$ cat config.mk
export PLATFORM = sky130hd
export DESIGN_NAME = quantized_add_requantize_u8_unit
export DESIGN_NICKNAME = d
export VERILOG_FILES = /design/src/hw/rtl/qadd_pkg.sv /design/src/hw/rtl/qadd_cfg.sv /design/src/hw/rtl/qadd_mac.sv /design/src/hw/rtl/qadd_requant.sv /design/src/hw/rtl/quantized_add_requantize_u8_unit.sv
export SDC_FILE = /design/constraint.sdc
export NUM_CORES = 1
export LEC_CHECK = 0
export ABC_AREA = 0
export BUFFER_PORTS_ARGS = -buffer_cell sky130_fd_sc_hd__buf_2
export CORE_MARGIN = 5
export CORE_UTILIZATION = 50
export CTS_BUF_LIST = sky130_fd_sc_hd__clkbuf_4
export CTS_CLUSTER_DIAMETER = 150
export DETAILED_ROUTE_END_ITERATION = 8
export PLACE_DENSITY = 0.66
export SLEW_MARGIN = 10
export SYNTH_ARGS = -nofsm -noshare
export SYNTH_HDL_FRONTEND = slang
export SYNTH_SLANG_ARGS = --single-unit
$ cat constraint.sdc
create_clock -name clk -period 8.5 [get_ports clk]
set_clock_uncertainty 0.2 [all_clocks]
set_input_delay 0 -clock clk [delete_from_list [all_inputs] [get_ports clk]]
set_output_delay 0 -clock clk [all_outputs]
set_load 0.02 [all_outputs]
$ cat src/hw/rtl/qadd_pkg.sv
package qadd_pkg;

    // Configuration port geometry
    localparam int CFG_DATA_W  = 32;
    localparam int CFG_INDEX_W = 3;

    // Multiplier width: default and widest supported
    localparam int MULT_WIDTH_DEF = 22;
    localparam int MULT_MAX_W     = 32;

    // Accumulator and field widths
    localparam int ACC_W    = 32;
    localparam int SHIFT_W  = 5;
    localparam int THRESH_W = 30;
    localparam int BYTE_W   = 8;

    // Register indexes
    localparam logic [CFG_INDEX_W-1:0] REG_SCALE_A     = 3'd0;
    localparam logic [CFG_INDEX_W-1:0] REG_SCALE_B     = 3'd1;
    localparam logic [CFG_INDEX_W-1:0] REG_BIAS_TERM   = 3'd2;
    localparam logic [CFG_INDEX_W-1:0] REG_RIGHT_SHIFT = 3'd3;
    localparam logic [CFG_INDEX_W-1:0] REG_ROUND_THRESH = 3'd4;
    localparam logic [CFG_INDEX_W-1:0] REG_OUT_OFFSET  = 3'd5;
    localparam logic [CFG_INDEX_W-1:0] REG_CLAMP_LOW   = 3'd6;
    localparam logic [CFG_INDEX_W-1:0] REG_CLAMP_HIGH  = 3'd7;

    // Reset value of the upper bound
    localparam logic [BYTE_W-1:0] CLAMP_HIGH_RST = 8'd255;

    // Input item
    typedef struct packed {
        logic [BYTE_W-1:0] value_a;
        logic [BYTE_W-1:0] value_b;
        logic              is_final;
    } in_t;

    // Result item
    typedef struct packed {
        logic [BYTE_W-1:0] sum_out;
        logic              final_out;
    } out_t;

    // Register file contents seen by the datapath (scales zero-extended)
    typedef struct packed {
        logic [MULT_MAX_W-1:0] scale_a;
        logic [MULT_MAX_W-1:0] scale_b;
        logic [ACC_W-1:0]      bias_term;
        logic [SHIFT_W-1:0]    right_shift;
        logic [THRESH_W-1:0]   round_threshold;
        logic [BYTE_W-1:0]     out_offset;
        logic [BYTE_W-1:0]     clamp_low;
        logic [BYTE_W-1:0]     clamp_high;
    } cfg_t;

    // Accumulated sum travelling from the MAC to the requantizer
    typedef struct packed {
        logic [ACC_W-1:0] acc;
        logic             is_final;
    } acc_item_t;

endpackage

$ cat src/hw/rtl/qadd_cfg.sv
module qadd_cfg #(
    parameter int MULT_WIDTH = qadd_pkg::MULT_WIDTH_DEF
) (
    input  logic                               clk,
    input  logic                               rst_n,
    input  logic                               cfg_valid,
    output logic                               cfg_ready,
    input  logic [qadd_pkg::CFG_INDEX_W-1:0]   cfg_index,
    input  logic [qadd_pkg::CFG_DATA_W-1:0]    cfg_data,
    output qadd_pkg::cfg_t                     cfg
);

    logic [MULT_WIDTH-1:0]             scale_a_reg;
    logic [MULT_WIDTH-1:0]             scale_b_reg;
    logic [qadd_pkg::ACC_W-1:0]        bias_term_reg;
    logic [qadd_pkg::SHIFT_W-1:0]      right_shift_reg;
    logic [qadd_pkg::THRESH_W-1:0]     round_threshold_reg;
    logic [qadd_pkg::BYTE_W-1:0]       out_offset_reg;
    logic [qadd_pkg::BYTE_W-1:0]       clamp_low_reg;
    logic [qadd_pkg::BYTE_W-1:0]       clamp_high_reg;
    logic                              wr_en;

    // Always able to take a write
    assign cfg_ready = 1'b1;
    assign wr_en     = cfg_valid && cfg_ready;

    // Register file, each write truncated to its register width
    always_ff @(posedge clk or negedge rst_n)
    begin
        if (!rst_n)
        begin
            scale_a_reg         <= '0;
            scale_b_reg         <= '0;
            bias_term_reg       <= '0;
            right_shift_reg     <= '0;
            round_threshold_reg <= '0;
            out_offset_reg      <= '0;
            clamp_low_reg       <= '0;
            clamp_high_reg      <= qadd_pkg::CLAMP_HIGH_RST;
        end
        else if (wr_en)
        begin
            case (cfg_index)
                qadd_pkg::REG_SCALE_A:      scale_a_reg <= cfg_data[MULT_WIDTH-1:0];
                qadd_pkg::REG_SCALE_B:      scale_b_reg <= cfg_data[MULT_WIDTH-1:0];
                qadd_pkg::REG_BIAS_TERM:    bias_term_reg <= cfg_data[qadd_pkg::ACC_W-1:0];
                qadd_pkg::REG_RIGHT_SHIFT:  right_shift_reg <= cfg_data[qadd_pkg::SHIFT_W-1:0];
                qadd_pkg::REG_ROUND_THRESH:
                    round_threshold_reg <= cfg_data[qadd_pkg::THRESH_W-1:0];
                qadd_pkg::REG_OUT_OFFSET:   out_offset_reg <= cfg_data[qadd_pkg::BYTE_W-1:0];
                qadd_pkg::REG_CLAMP_LOW:    clamp_low_reg <= cfg_data[qadd_pkg::BYTE_W-1:0];
                qadd_pkg::REG_CLAMP_HIGH:   clamp_high_reg <= cfg_data[qadd_pkg::BYTE_W-1:0];
                default:                    ;
            endcase
        end
    end

    // Present the registers to the datapath
    always_comb
    begin
        cfg.scale_a         = qadd_pkg::MULT_MAX_W'(scale_a_reg);
        cfg.scale_b         = qadd_pkg::MULT_MAX_W'(scale_b_reg);
        cfg.bias_term       = bias_term_reg;
        cfg.right_shift     = right_shift_reg;
        cfg.round_threshold = round_threshold_reg;
        cfg.out_offset      = out_offset_reg;
        cfg.clamp_low       = clamp_low_reg;
        cfg.clamp_high      = clamp_high_reg;
    end

endmodule

$ cat src/hw/rtl/qadd_mac.sv
module qadd_mac #(
    parameter int MULT_WIDTH = qadd_pkg::MULT_WIDTH_DEF
) (
    input  logic                  clk,
    input  logic                  rst_n,
    input  qadd_pkg::cfg_t        cfg,
    input  logic                  up_valid,
    output logic                  up_stall,
    input  qadd_pkg::in_t         up_data,
    output logic                  dn_valid,
    input  logic                  dn_stall,
    output qadd_pkg::acc_item_t   dn_data
);

    localparam int PROD_W = MULT_WIDTH + qadd_pkg::BYTE_W;

    logic [PROD_W-1:0]          prod_a;
    logic [PROD_W-1:0]          prod_b;
    logic                       s1_valid_reg;
    logic                       s1_valid_next;
    logic                       s1_load;
    logic [qadd_pkg::ACC_W-1:0] prod_a_reg;
    logic [qadd_pkg::ACC_W-1:0] prod_b_reg;
    logic                       s1_final_reg;
    logic                       s2_valid_reg;
    logic                       s2_valid_next;
    logic                       s2_load;
    logic [qadd_pkg::ACC_W-1:0] acc_next;
    qadd_pkg::acc_item_t        s2_data_reg;

    // Stage loads when empty or when its content moves on
    assign s2_load  = !s2_valid_reg || !dn_stall;
    assign s1_load  = !s1_valid_reg || s2_load;
    assign up_stall = !s1_load;

    // Stage 1: two byte-by-scale products
    assign prod_a = PROD_W'(up_data.value_a) * PROD_W'(cfg.scale_a[MULT_WIDTH-1:0]);
    assign prod_b = PROD_W'(up_data.value_b) * PROD_W'(cfg.scale_b[MULT_WIDTH-1:0]);
    assign s1_valid_next = s1_load ? up_valid : s1_valid_reg;

    always_ff @(posedge clk or negedge rst_n)
    begin
        if (!rst_n)
        begin
            s1_valid_reg <= 1'b0;
        end
        else
        begin
            s1_valid_reg <= s1_valid_next;
        end
    end

    always_ff @(posedge clk)
    begin
        if (s1_load && up_valid)
        begin
            prod_a_reg   <= qadd_pkg::ACC_W'(prod_a);
            prod_b_reg   <= qadd_pkg::ACC_W'(prod_b);
            s1_final_reg <= up_data.is_final;
        end
    end

    // Stage 2: wrap-around sum with the bias term
    assign acc_next      = cfg.bias_term + prod_a_reg + prod_b_reg;
    assign s2_valid_next = s2_load ? s1_valid_reg : s2_valid_reg;

    always_ff @(posedge clk or negedge rst_n)
    begin
        if (!rst_n)
        begin
            s2_valid_reg <= 1'b0;
        end
        else
        begin
            s2_valid_reg <= s2_valid_next;
        end
    end

    always_ff @(posedge clk)
    begin
        if (s2_load && s1_valid_reg)
        begin
            s2_data_reg.acc      <= acc_next;
            s2_data_reg.is_final <= s1_final_reg;
        end
    end

    assign dn_valid = s2_valid_reg;
    assign dn_data  = s2_data_reg;

    // A held stage 1 item stays until stage 2 takes it
    a_s1_hold: assert property (@(posedge clk) disable iff (!rst_n)
        (s1_valid_reg && !s2_load) |=> s1_valid_reg)
        else $error("stage 1 item dropped while stage 2 was blocked");

    // Stage 2 only fills from a valid stage 1 item
    a_s2_source: assert property (@(posedge clk) disable iff (!rst_n)
        (!s2_valid_reg && !s1_valid_reg) |=> !s2_valid_reg)
        else $error("stage 2 became valid without a stage 1 item");

    // A stalled item downstream holds still
    a_dn_hold: assert property (@(posedge clk) disable iff (!rst_n)
        (dn_valid && dn_stall) |=> (dn_valid && $stable(dn_data)))
        else $error("stalled accumulator item changed");

endmodule

$ cat src/hw/rtl/qadd_requant.sv
module qadd_requant (
    input  logic                  clk,
    input  logic                  rst_n,
    input  qadd_pkg::cfg_t        cfg,
    input  logic                  up_valid,
    output logic                  up_stall,
    input  qadd_pkg::acc_item_t   up_data,
    output logic                  dn_valid,
    input  logic                  dn_stall,
    output qadd_pkg::out_t        dn_data
);

    logic [qadd_pkg::ACC_W-1:0]        mask;
    logic signed [qadd_pkg::ACC_W-1:0] shifted;
    logic signed [qadd_pkg::ACC_W:0]   rem;
    logic                              round_up;
    logic                              s3_valid_reg;
    logic                              s3_valid_next;
    logic                              s3_load;
    logic signed [qadd_pkg::ACC_W-1:0] shifted_reg;
    logic                              round_up_reg;
    logic                              s3_final_reg;
    logic signed [qadd_pkg::ACC_W+1:0] biased;
    logic signed [qadd_pkg::ACC_W+1:0] lo_bound;
    logic signed [qadd_pkg::ACC_W+1:0] hi_bound;
    logic signed [qadd_pkg::ACC_W+1:0] after_low;
    logic signed [qadd_pkg::ACC_W+1:0] clamped;
    logic                              s4_valid_reg;
    logic                              s4_valid_next;
    logic                              s4_load;
    qadd_pkg::out_t                    s4_data_reg;

    // Stage loads when empty or when its content moves on
    assign s4_load  = !s4_valid_reg || !dn_stall;
    assign s3_load  = !s3_valid_reg || s4_load;
    assign up_stall = !s3_load;

    // Stage 3: arithmetic shift and rounding decision
    assign mask     = ~({qadd_pkg::ACC_W{1'b1}} << cfg.right_shift);
    assign shifted  = $signed(up_data.acc) >>> cfg.right_shift;
    assign rem      = $signed({1'b0, up_data.acc & mask})
                    - $signed({{qadd_pkg::ACC_W{1'b0}}, up_data.acc[qadd_pkg::ACC_W-1]});
    assign round_up = rem > $signed({3'b000, cfg.round_threshold});
    assign s3_valid_next = s3_load ? up_valid : s3_valid_reg;

    always_ff @(posedge clk or negedge rst_n)
    begin
        if (!rst_n)
        begin
            s3_valid_reg <= 1'b0;
        end
        else
        begin
            s3_valid_reg <= s3_valid_next;
        end
    end

    always_ff @(posedge clk)
    begin
        if (s3_load && up_valid)
        begin
            shifted_reg  <= shifted;
            round_up_reg <= round_up;
            s3_final_reg <= up_data.is_final;
        end
    end

    // Stage 4: add the output zero point, apply low bound then high bound
    assign biased   = $signed({{2{shifted_reg[qadd_pkg::ACC_W-1]}}, shifted_reg})
                    + $signed({{(qadd_pkg::ACC_W+1){1'b0}}, round_up_reg})
                    + $signed({{(qadd_pkg::ACC_W+2-qadd_pkg::BYTE_W){1'b0}}, cfg.out_offset});
    assign lo_bound = $signed({{(qadd_pkg::ACC_W+2-qadd_pkg::BYTE_W){1'b0}}, cfg.clamp_low});
    assign hi_bound = $signed({{(qadd_pkg::ACC_W+2-qadd_pkg::BYTE_W){1'b0}}, cfg.clamp_high});

    always_comb
    begin
        after_low = (biased < lo_bound) ? lo_bound : biased;
        clamped   = (after_low > hi_bound) ? hi_bound : after_low;
    end

    assign s4_valid_next = s4_load ? s3_valid_reg : s4_valid_reg;

    always_ff @(posedge clk or negedge rst_n)
    begin
        if (!rst_n)
        begin
            s4_valid_reg <= 1'b0;
        end
        else
        begin
            s4_valid_reg <= s4_valid_next;
        end
    end

    always_ff @(posedge clk)
    begin
        if (s4_load && s3_valid_reg)
        begin
            s4_data_reg.sum_out   <= clamped[qadd_pkg::BYTE_W-1:0];
            s4_data_reg.final_out <= s3_final_reg;
        end
    end

    assign dn_valid = s4_valid_reg;
    assign dn_data  = s4_data_reg;

    // The upper bound always wins
    a_clamp_high: assert property (@(posedge clk) disable iff (!rst_n)
        dn_valid |-> (dn_data.sum_out <= cfg.clamp_high))
        else $error("result above upper bound");

    // With ordered bounds the lower bound holds too
    a_clamp_low: assert property (@(posedge clk) disable iff (!rst_n)
        (dn_valid && (cfg.clamp_low <= cfg.clamp_high)) |-> (dn_data.sum_out >= cfg.clamp_low))
        else $error("result below lower bound");

    // No shift means no remainder to round on
    a_no_round_unshifted: assert property (@(posedge clk) disable iff (!rst_n)
        (up_valid && (cfg.right_shift == '0)) |-> !round_up)
        else $error("rounding increment with zero shift");

endmodule

$ cat src/hw/rtl/quantized_add_requantize_u8_unit.sv
// Channel  Direction  Handshake                  Payload
// in       input      in_valid / in_stall        in_data   (qadd_pkg::in_t)
// out      output     out_valid / out_stall      out_data  (qadd_pkg::out_t)
// cfg      input      cfg_valid / cfg_ready      cfg_index, cfg_data
//
// One item per cycle while out is not stalled; an accepted item passes through the four
// pipeline registers in order: products, bias sum, shift/round, offset/clamp.
// rst_n clears the valid bits of all stages and loads the register reset values.
// A stall on out holds the output and backs up stage by stage; empty stages keep filling.
// cfg writes take effect at once and complete in the cycle they are offered.
module quantized_add_requantize_u8_unit #(
    parameter int MULT_WIDTH = qadd_pkg::MULT_WIDTH_DEF
) (
    input  logic                              clk,
    input  logic                              rst_n,
    input  logic                              in_valid,
    output logic                              in_stall,
    input  qadd_pkg::in_t                     in_data,
    output logic                              out_valid,
    input  logic                              out_stall,
    output qadd_pkg::out_t                    out_data,
    input  logic                              cfg_valid,
    output logic                              cfg_ready,
    input  logic [qadd_pkg::CFG_INDEX_W-1:0]  cfg_index,
    input  logic [qadd_pkg::CFG_DATA_W-1:0]   cfg_data
);

    qadd_pkg::cfg_t       cfg;
    logic                 acc_valid;
    logic                 acc_stall;
    qadd_pkg::acc_item_t  acc_data;

    // Configuration registers
    qadd_cfg #(
        .MULT_WIDTH (MULT_WIDTH)
    ) u_cfg (
        .clk       (clk),
        .rst_n     (rst_n),
        .cfg_valid (cfg_valid),
        .cfg_ready (cfg_ready),
        .cfg_index (cfg_index),
        .cfg_data  (cfg_data),
        .cfg       (cfg)
    );

    // Multiply and accumulate stages
    qadd_mac #(
        .MULT_WIDTH (MULT_WIDTH)
    ) u_mac (
        .clk      (clk),
        .rst_n    (rst_n),
        .cfg      (cfg),
        .up_valid (in_valid),
        .up_stall (in_stall),
        .up_data  (in_data),
        .dn_valid (acc_valid),
        .dn_stall (acc_stall),
        .dn_data  (acc_data)
    );

    // Shift, round, offset and clamp stages
    qadd_requant u_requant (
        .clk      (clk),
        .rst_n    (rst_n),
        .cfg      (cfg),
        .up_valid (acc_valid),
        .up_stall (acc_stall),
        .up_data  (acc_data),
        .dn_valid (out_valid),
        .dn_stall (out_stall),
        .dn_data  (out_data)
    );

endmodule
==> results of run 1 <==
area by class of cell:
cell class / instances / area [um^2]
Fill cell: 4966 / 24200
Timing Repair Buffer: 188 / 1523
Inverter: 329 / 1235
Sequential cell: 276 / 7604
Tap cell: 748 / 935.9
Clock buffer: 119 / 893.4
Clock inverter: 26 / 148.9
Multi-Input combinational cell: 2124 / 18550
Antenna cell: 1 / 2.502
metrics by stage:
stage	hold slack, ns	area, um^2	std cells	setup TNS [ns]
floorplan	-0.4956	27850	2859	0
global placement	-0.1144	28800	3563	0
detailed placement	-0.09416	28800	3563	0
CTS	0.04188	30880	3810	0
global route	0.1181	30890	3811	-0.01852
finish	0.1294	30890	3811	0
how the worst min path moves through the flow:
stage	start	to
4_1_cts	rst_n	u_cfg.clamp_low_reg[1]
5_1_grt	rst_n	u_cfg.clamp_low_reg[0]
3_3_place_gp	rst_n	u_cfg.clamp_low_reg[6]
3_5_place_dp	rst_n	u_cfg.clamp_low_reg[6]
6_report	rst_n	u_cfg.clamp_low_reg[1]
2_1_floorplan	rst_n	u_cfg.bias_term_reg[0]
critical path: cells and delay by family, from the launching register on:
kind | cells | cell delay [ns]
buf+inv | 1 | 0.26
simple gates | 10 | 2.04
fa+ha+maj | 5 | 1.61
xor+xnor | 1 | 0.08
flops | 1 | 0.39
mux | 3 | 0.77
compound gates | 10 | 2.42
cells by family after synthesis:
family,count (synthesis)
other,1
XOR/XNOR,128
AO/OA/AOI/OAI,432
adder cells (fa/ha/maj),461
multiplexers,188
buffers and inverters,459
AND/OR/NAND/NOR,914
flip-flops,276
cell usage in the layout, fill, tap and decap left out, types with 8 or more instances in the layout:
| master | synthesis | routed |
|---|---|---|
| o21bai_1 | 9 | 9 |
| edfxtp_1 | 137 | 137 |
| nor4_1 | 11 | 11 |
| nand2b_1 | 30 | 30 |
| o21a_1 | 19 | 19 |
| buf_2 | 4 | 66 |
| or2_2 | 10 | 10 |
| nor3_1 | 39 | 37 |
| nor2b_1 | 38 | 37 |
| dlygate4sd3_1 | 0 | 101 |
| o211ai_1 | 13 | 13 |
| buf_4 | 1 | 19 |
| a31oi_1 | 21 | 21 |
| nand2_1 | 360 | 360 |
| a21o_1 | 48 | 48 |
| mux4_2 | 13 | 13 |
| a211oi_1 | 11 | 11 |
| clkbuf_4 | 0 | 119 |
| o31ai_1 | 15 | 15 |
| dfrtp_1 | 131 | 130 |
| xnor2_1 | 95 | 95 |
| and4_1 | 8 | 8 |
| xor2_1 | 32 | 32 |
| clkinv_1 | 1 | 18 |
| or3_1 | 8 | 8 |
| ha_1 | 189 | 188 |
| mux2i_1 | 42 | 42 |
| dfstp_2 | 8 | 8 |
| and2_1 | 171 | 170 |
| and3_1 | 17 | 17 |
| inv_1 | 328 | 328 |
| mux2_2 | 126 | 126 |
| nor2_1 | 118 | 118 |
| a21oi_1 | 98 | 98 |
| nand4_1 | 29 | 29 |
| fa_1 | 272 | 272 |
| nand3_1 | 41 | 41 |
| o21ai_0 | 126 | 126 |
layer usage:
layer  global-route usage  up-vias  routed length [um]
met5                    0        -                  17
met4               0.1103        2                3353
met3              0.03797      177                3223
met2               0.4527      574               38610
met1               0.3073    10720               30180
li1                     -     9947                   -
timing repair:
item                       4_1_cts  5_1_grt
resized for setup                0        1
hold buffers                   102        0
hold endpoints to repair       391        0
setup endpoints to repair        0        7
==> results.py, run 1 <==
metrics = {
    "synthesis": {
        "yosys.area_share.simple": 0.1633,
        "synthXorXnorAreaFrac": 0.04093,
        "synth_common_cells": "nand2_1 (360), inv_1 (328), fa_1 (272), ha_1 (189), and2_1 (171)",
        "synth-compound-area-share": 0.09961,
        "yosys_warnings": 0,
        "ys_seq_area_frac": 0.2730,
        "synth_edf_count": 137,
        "synth_most_common_cell": "nand2_1",
        "syn_inst": 2859,
        "synth.avg_cell_area_um2": 9.740,
        "synthTopCellsByArea": "fa_1 (20%), edfxtp_1 (15%), dfrtp_1 (12%)",
        "synthAdderAreaFrac": 0.2805,
        "yosys.area.top_type": "fa_1",
        "synth_top_area_share": 0.1955,
        "synthMuxAreaShare": 0.08034,
        "synthesis.area_um2": 27850,
        "synth_top_family_by_area": "adder cells",
        "synth_ff_type": "edfxtp_1",
        "synth-seq-cells": 276,
        "synth_nets": 3377,
        "synth.distinct_cells": 86,
        "async_flop_share": 0.5036,
    },
    "drt": {
        "drtAntennaViolNets": 0,
        "dr.pass1.iters": 6,
        "via_per_inst": 5.621,
        "drcViolationCount": 0,
        "wl_per_cell_um": 19.78,
        "wl_um": 75380,
        "vias": 21420,
        "first_iter_violations": 1167,
    },
    "clocking": {
        "cts_setup_buffers": 0,
        "numCtsBuffers": 78,
        "clk_latency_ns": 0.84,
        "clock_sink_count": 276,
        "clk_pin_slew_ns": 0.07,
        "cts_buffer_depth": 3,
        "htree_num_levels": 3,
        "cts_tree": "done",
        "clock_tree.root_cell": "clkbuf_4",
    },
    "timing": {
        "period_needed_ns": 8.009,
        "final.period_utilization": 0.9422,
        "setup_viol": 0,
        "tightestPinTransition_ns": 1.171,
        "slew_viol_final": 0,
        "hold_violations": 0,
        "setup_slack_ns": 0.4913,
        "relSlewSlack": 0.1992,
        "fmax_mhz": 124.9,
    },
    "floorplanning": {
        "core_area_um2": 55090,
        "io_pins": 69,
        "die_h_um": 246.0,
        "rows": 86,
        "die_w_um": 246.0,
        "die-area_um2": 60510,
        "initial_core_util": 0.5055,
    },
    "placed_design": {
        "portBuffers": 67,
        "gp_congestion": 0.9361,
        "dpl.hpwl_um": 56700,
        "place_ws_ns": 0.4690,
    },
    "grt": {
        "grt_start_max_net_pins": 78,
        "first_global_vias": 22500,
        "grt_pass1_wl_um": 122500,
        "overflow": 0,
        "antenna_found_initial": 3,
        "grt_use_total": 0.2543,
    },
    "setup_path": {
        "critical_path.slowest_cell": "or4_1",
        "worstSetupEndpointType": "flop",
        "crit_path_frequent_cell": "ha_1",
        "r2r_start": "u_requant.round_up_reg",
        "worst-setup-path-type": "flop to flop",
        "crit_fanout": 10,
        "cp-start-kind": "flop",
        "rr_worst_depth": 30,
        "rrSetupSlack_ns": 0.49,
        "startpoint": "u_requant.round_up_reg",
        "crit_required_ns": 8.88,
        "r2r_end": "u_requant.dn_data[2]",
        "slowest_delay_ns": 0.55,
        "crit_arrival_ns": 8.39,
        "crit_end": "u_requant.dn_data[2]",
    },
    "run_status": {
        "outcome": "complete, no violations",
    },
    "min_path": {
        "min_path_type": "input pin to asynchronous set/reset pin",
    },
    "finish": {
        "final_util": 0.5607,
        "largest_reg_flops": 33,
        "area_delta_synth_final_pct": 10.92,
        "drive_gt1_frac": 0.1323,
        "nets": 3515,
    },
    "run": {
        "maxCapViolCount": 0,
    },
}
Power of run 1 is left out: the tool's default activity adds up to more than one toggle a clock period on the data nets, which glitch-free logic cannot reach.
==> run 2, diff against run 1 <==
--- a/config.mk
+++ b/config.mk
@@ -12,7 +12,7 @@
 export CTS_BUF_LIST = sky130_fd_sc_hd__clkbuf_4
 export CTS_CLUSTER_DIAMETER = 150
 export DETAILED_ROUTE_END_ITERATION = 8
-export PLACE_DENSITY = 0.66
+export PLACE_DENSITY = 0.69
 export SLEW_MARGIN = 10
 export SYNTH_ARGS = -nofsm -noshare
 export SYNTH_HDL_FRONTEND = slang
==> constraint.sdc (replaced) <==
create_clock -name clk -period 7.1 [get_ports clk]
set_clock_uncertainty 0.2 [all_clocks]
set_input_delay 0 -clock clk [delete_from_list [all_inputs] [get_ports clk]]
set_output_delay 0 -clock clk [all_outputs]
set_load 0.02 [all_outputs]
==> results.py, run 2 (synthesis gave the netlist of run 1 again) <==
metrics = {
    "placed_design": {
        "gp_congestion": 0.9403,
        "portBuffers": 67,
        "dp.cells": 3609,
        "place_ws_ns": -0.1911,
        "dpl.hpwl_um": 55110,
    },
    "timing": {
        "hold_violations": 0,
        "period_needed_ns": 6.871,
        "relSlewSlack": 0.2669,
        "final.period_utilization": 0.9678,
        "slew_viol_final": 0,
        "rsz0062_at_grt": "true",
        "tightestPinTransition_ns": 1.098,
        "holdWs_ns": 0.08080,
        "setup_slack_ns": 0.2287,
        "fmax_mhz": 145.5,
        "setup_viol": 0,
    },
    "finish": {
        "largest_reg_flops": 33,
        "final_util": 0.5709,
        "final_cell_mix": "nand2_1 (360), inv_1 (328), fa_1 (272)",
        "stdcell_count": 3861,
        "drive_gt1_frac": 0.1524,
        "area_delta_synth_final_pct": 12.96,
        "nets": 3567,
        "final_common_cell": "nand2_1",
    },
    "setup_path": {
        "crit_path_frequent_cell": "ha_4",
        "crit_fanout": 8,
        "slowest_delay_ns": 0.49,
        "crit_required_ns": 7.41,
        "worst-setup-path-type": "flop to flop",
        "r2r_start": "u_requant.round_up_reg",
        "cp-start-kind": "flop",
        "cp_top_family": "compound AO/OA/AOI/OAI gates",
        "worstSetupEndpointType": "flop",
        "startpoint": "u_requant.round_up_reg",
        "critical_path.slowest_cell": "or4_4",
        "crit_buf_inv": 1,
        "crit_arrival_ns": 7.18,
    },
    "clocking": {
        "cts_tree": "done",
        "htree_num_levels": 3,
        "clk_latency_ns": 0.77,
        "clock_tree.root_cell": "clkbuf_4",
        "numCtsBuffers": 78,
        "clk_pin_slew_ns": 0.06,
        "clock_sink_count": 276,
        "cts_buffer_depth": 3,
    },
    "grt": {
        "first_global_vias": 22930,
        "antenna_found_initial": 1,
        "grt_pass1_wl_um": 120900,
        "grt_start_max_net_pins": 77,
        "grt_use_total": 0.2500,
        "overflow": 0,
    },
    "drt": {
        "via_per_inst": 5.607,
        "wl_um": 74040,
        "vias": 21650,
        "dr.pass1.iters": 5,
        "drcViolationCount": 0,
        "drtAntennaViolNets": 0,
        "wl_per_cell_um": 19.18,
        "first_iter_violations": 1294,
    },
    "min_path": {
        "min_path_type": "input pin to flop",
        "hold_start": "cfg_data[2]",
    },
    "floorplanning": {
        "io_pins": 69,
        "core_area_um2": 55090,
        "die_w_um": 246.0,
        "die_h_um": 246.0,
        "rows": 86,
        "die-area_um2": 60510,
        "initial_core_util": 0.5055,
    },
    "run_status": {
        "outcome": "complete, no violations",
    },
    "run": {
        "maxCapViolCount": 0,
    },
}
run 2: what timing repair did:
item | in CTS | in global routing
pin swaps | 1 | 21
hold buffers | 106 | 0
endpoints found under the setup margin | 8 | 8
setup buffers | 0 | 2
cloned | 0 | 0
resized for setup | 6 | 14
hold endpoints to repair | 380 | 0
run 2: tightest hold or removal path, stage by stage:
cell,delay (ns)
dlygate4sd3_1,0.52
buf_2,0.28
mux2_2,0.21
run 2: worst paths after layout:
kind	endpoint	slack, ns	cells past startpoint
max	u_requant.dn_data[7]	0.23	30
max reg2reg	u_requant.dn_data[7]	0.23	30
min in group asynchronous	u_cfg.out_offset_reg[7]	0.16	4
min	u_cfg.clamp_high_reg[2]	0.08	3
min reg2reg	u_requant.s3_final_reg	0.23	0
max in group asynchronous	u_cfg.right_shift_reg[1]	5.69	4
run 2: cell type report:
type                       count  area (um^2)
sequential                   276         7604
fill                        4833        23640
antenna                        3        7.507
clock inverter                22        91.34
timing repair buffer         240         1927
tap                          748        935.9
inverter                     329         1235
multi-input combinational   2124        18760
clock buffer                 119        893.4
run 2: per-layer routing:
layer	up-vias	global-route usage	wire length (um)
met3	174	0.03092	3089
li1	10060	-	-
met4	0	0.1060	3276
met1	10820	0.3190	31000
met5	-	0	0
met2	599	0.4316	36670
run 2: stage by stage:
step	setup TNS (ns)	instance area [um^2]
after floorplan	-0.3892	27980
after global placement	-0.1314	29260
after detailed placement	-1.442	29260
after CTS	0	31350
after global routing	-0.5190	31450
final	0	31460
Power of run 2 is left out for the same reason.
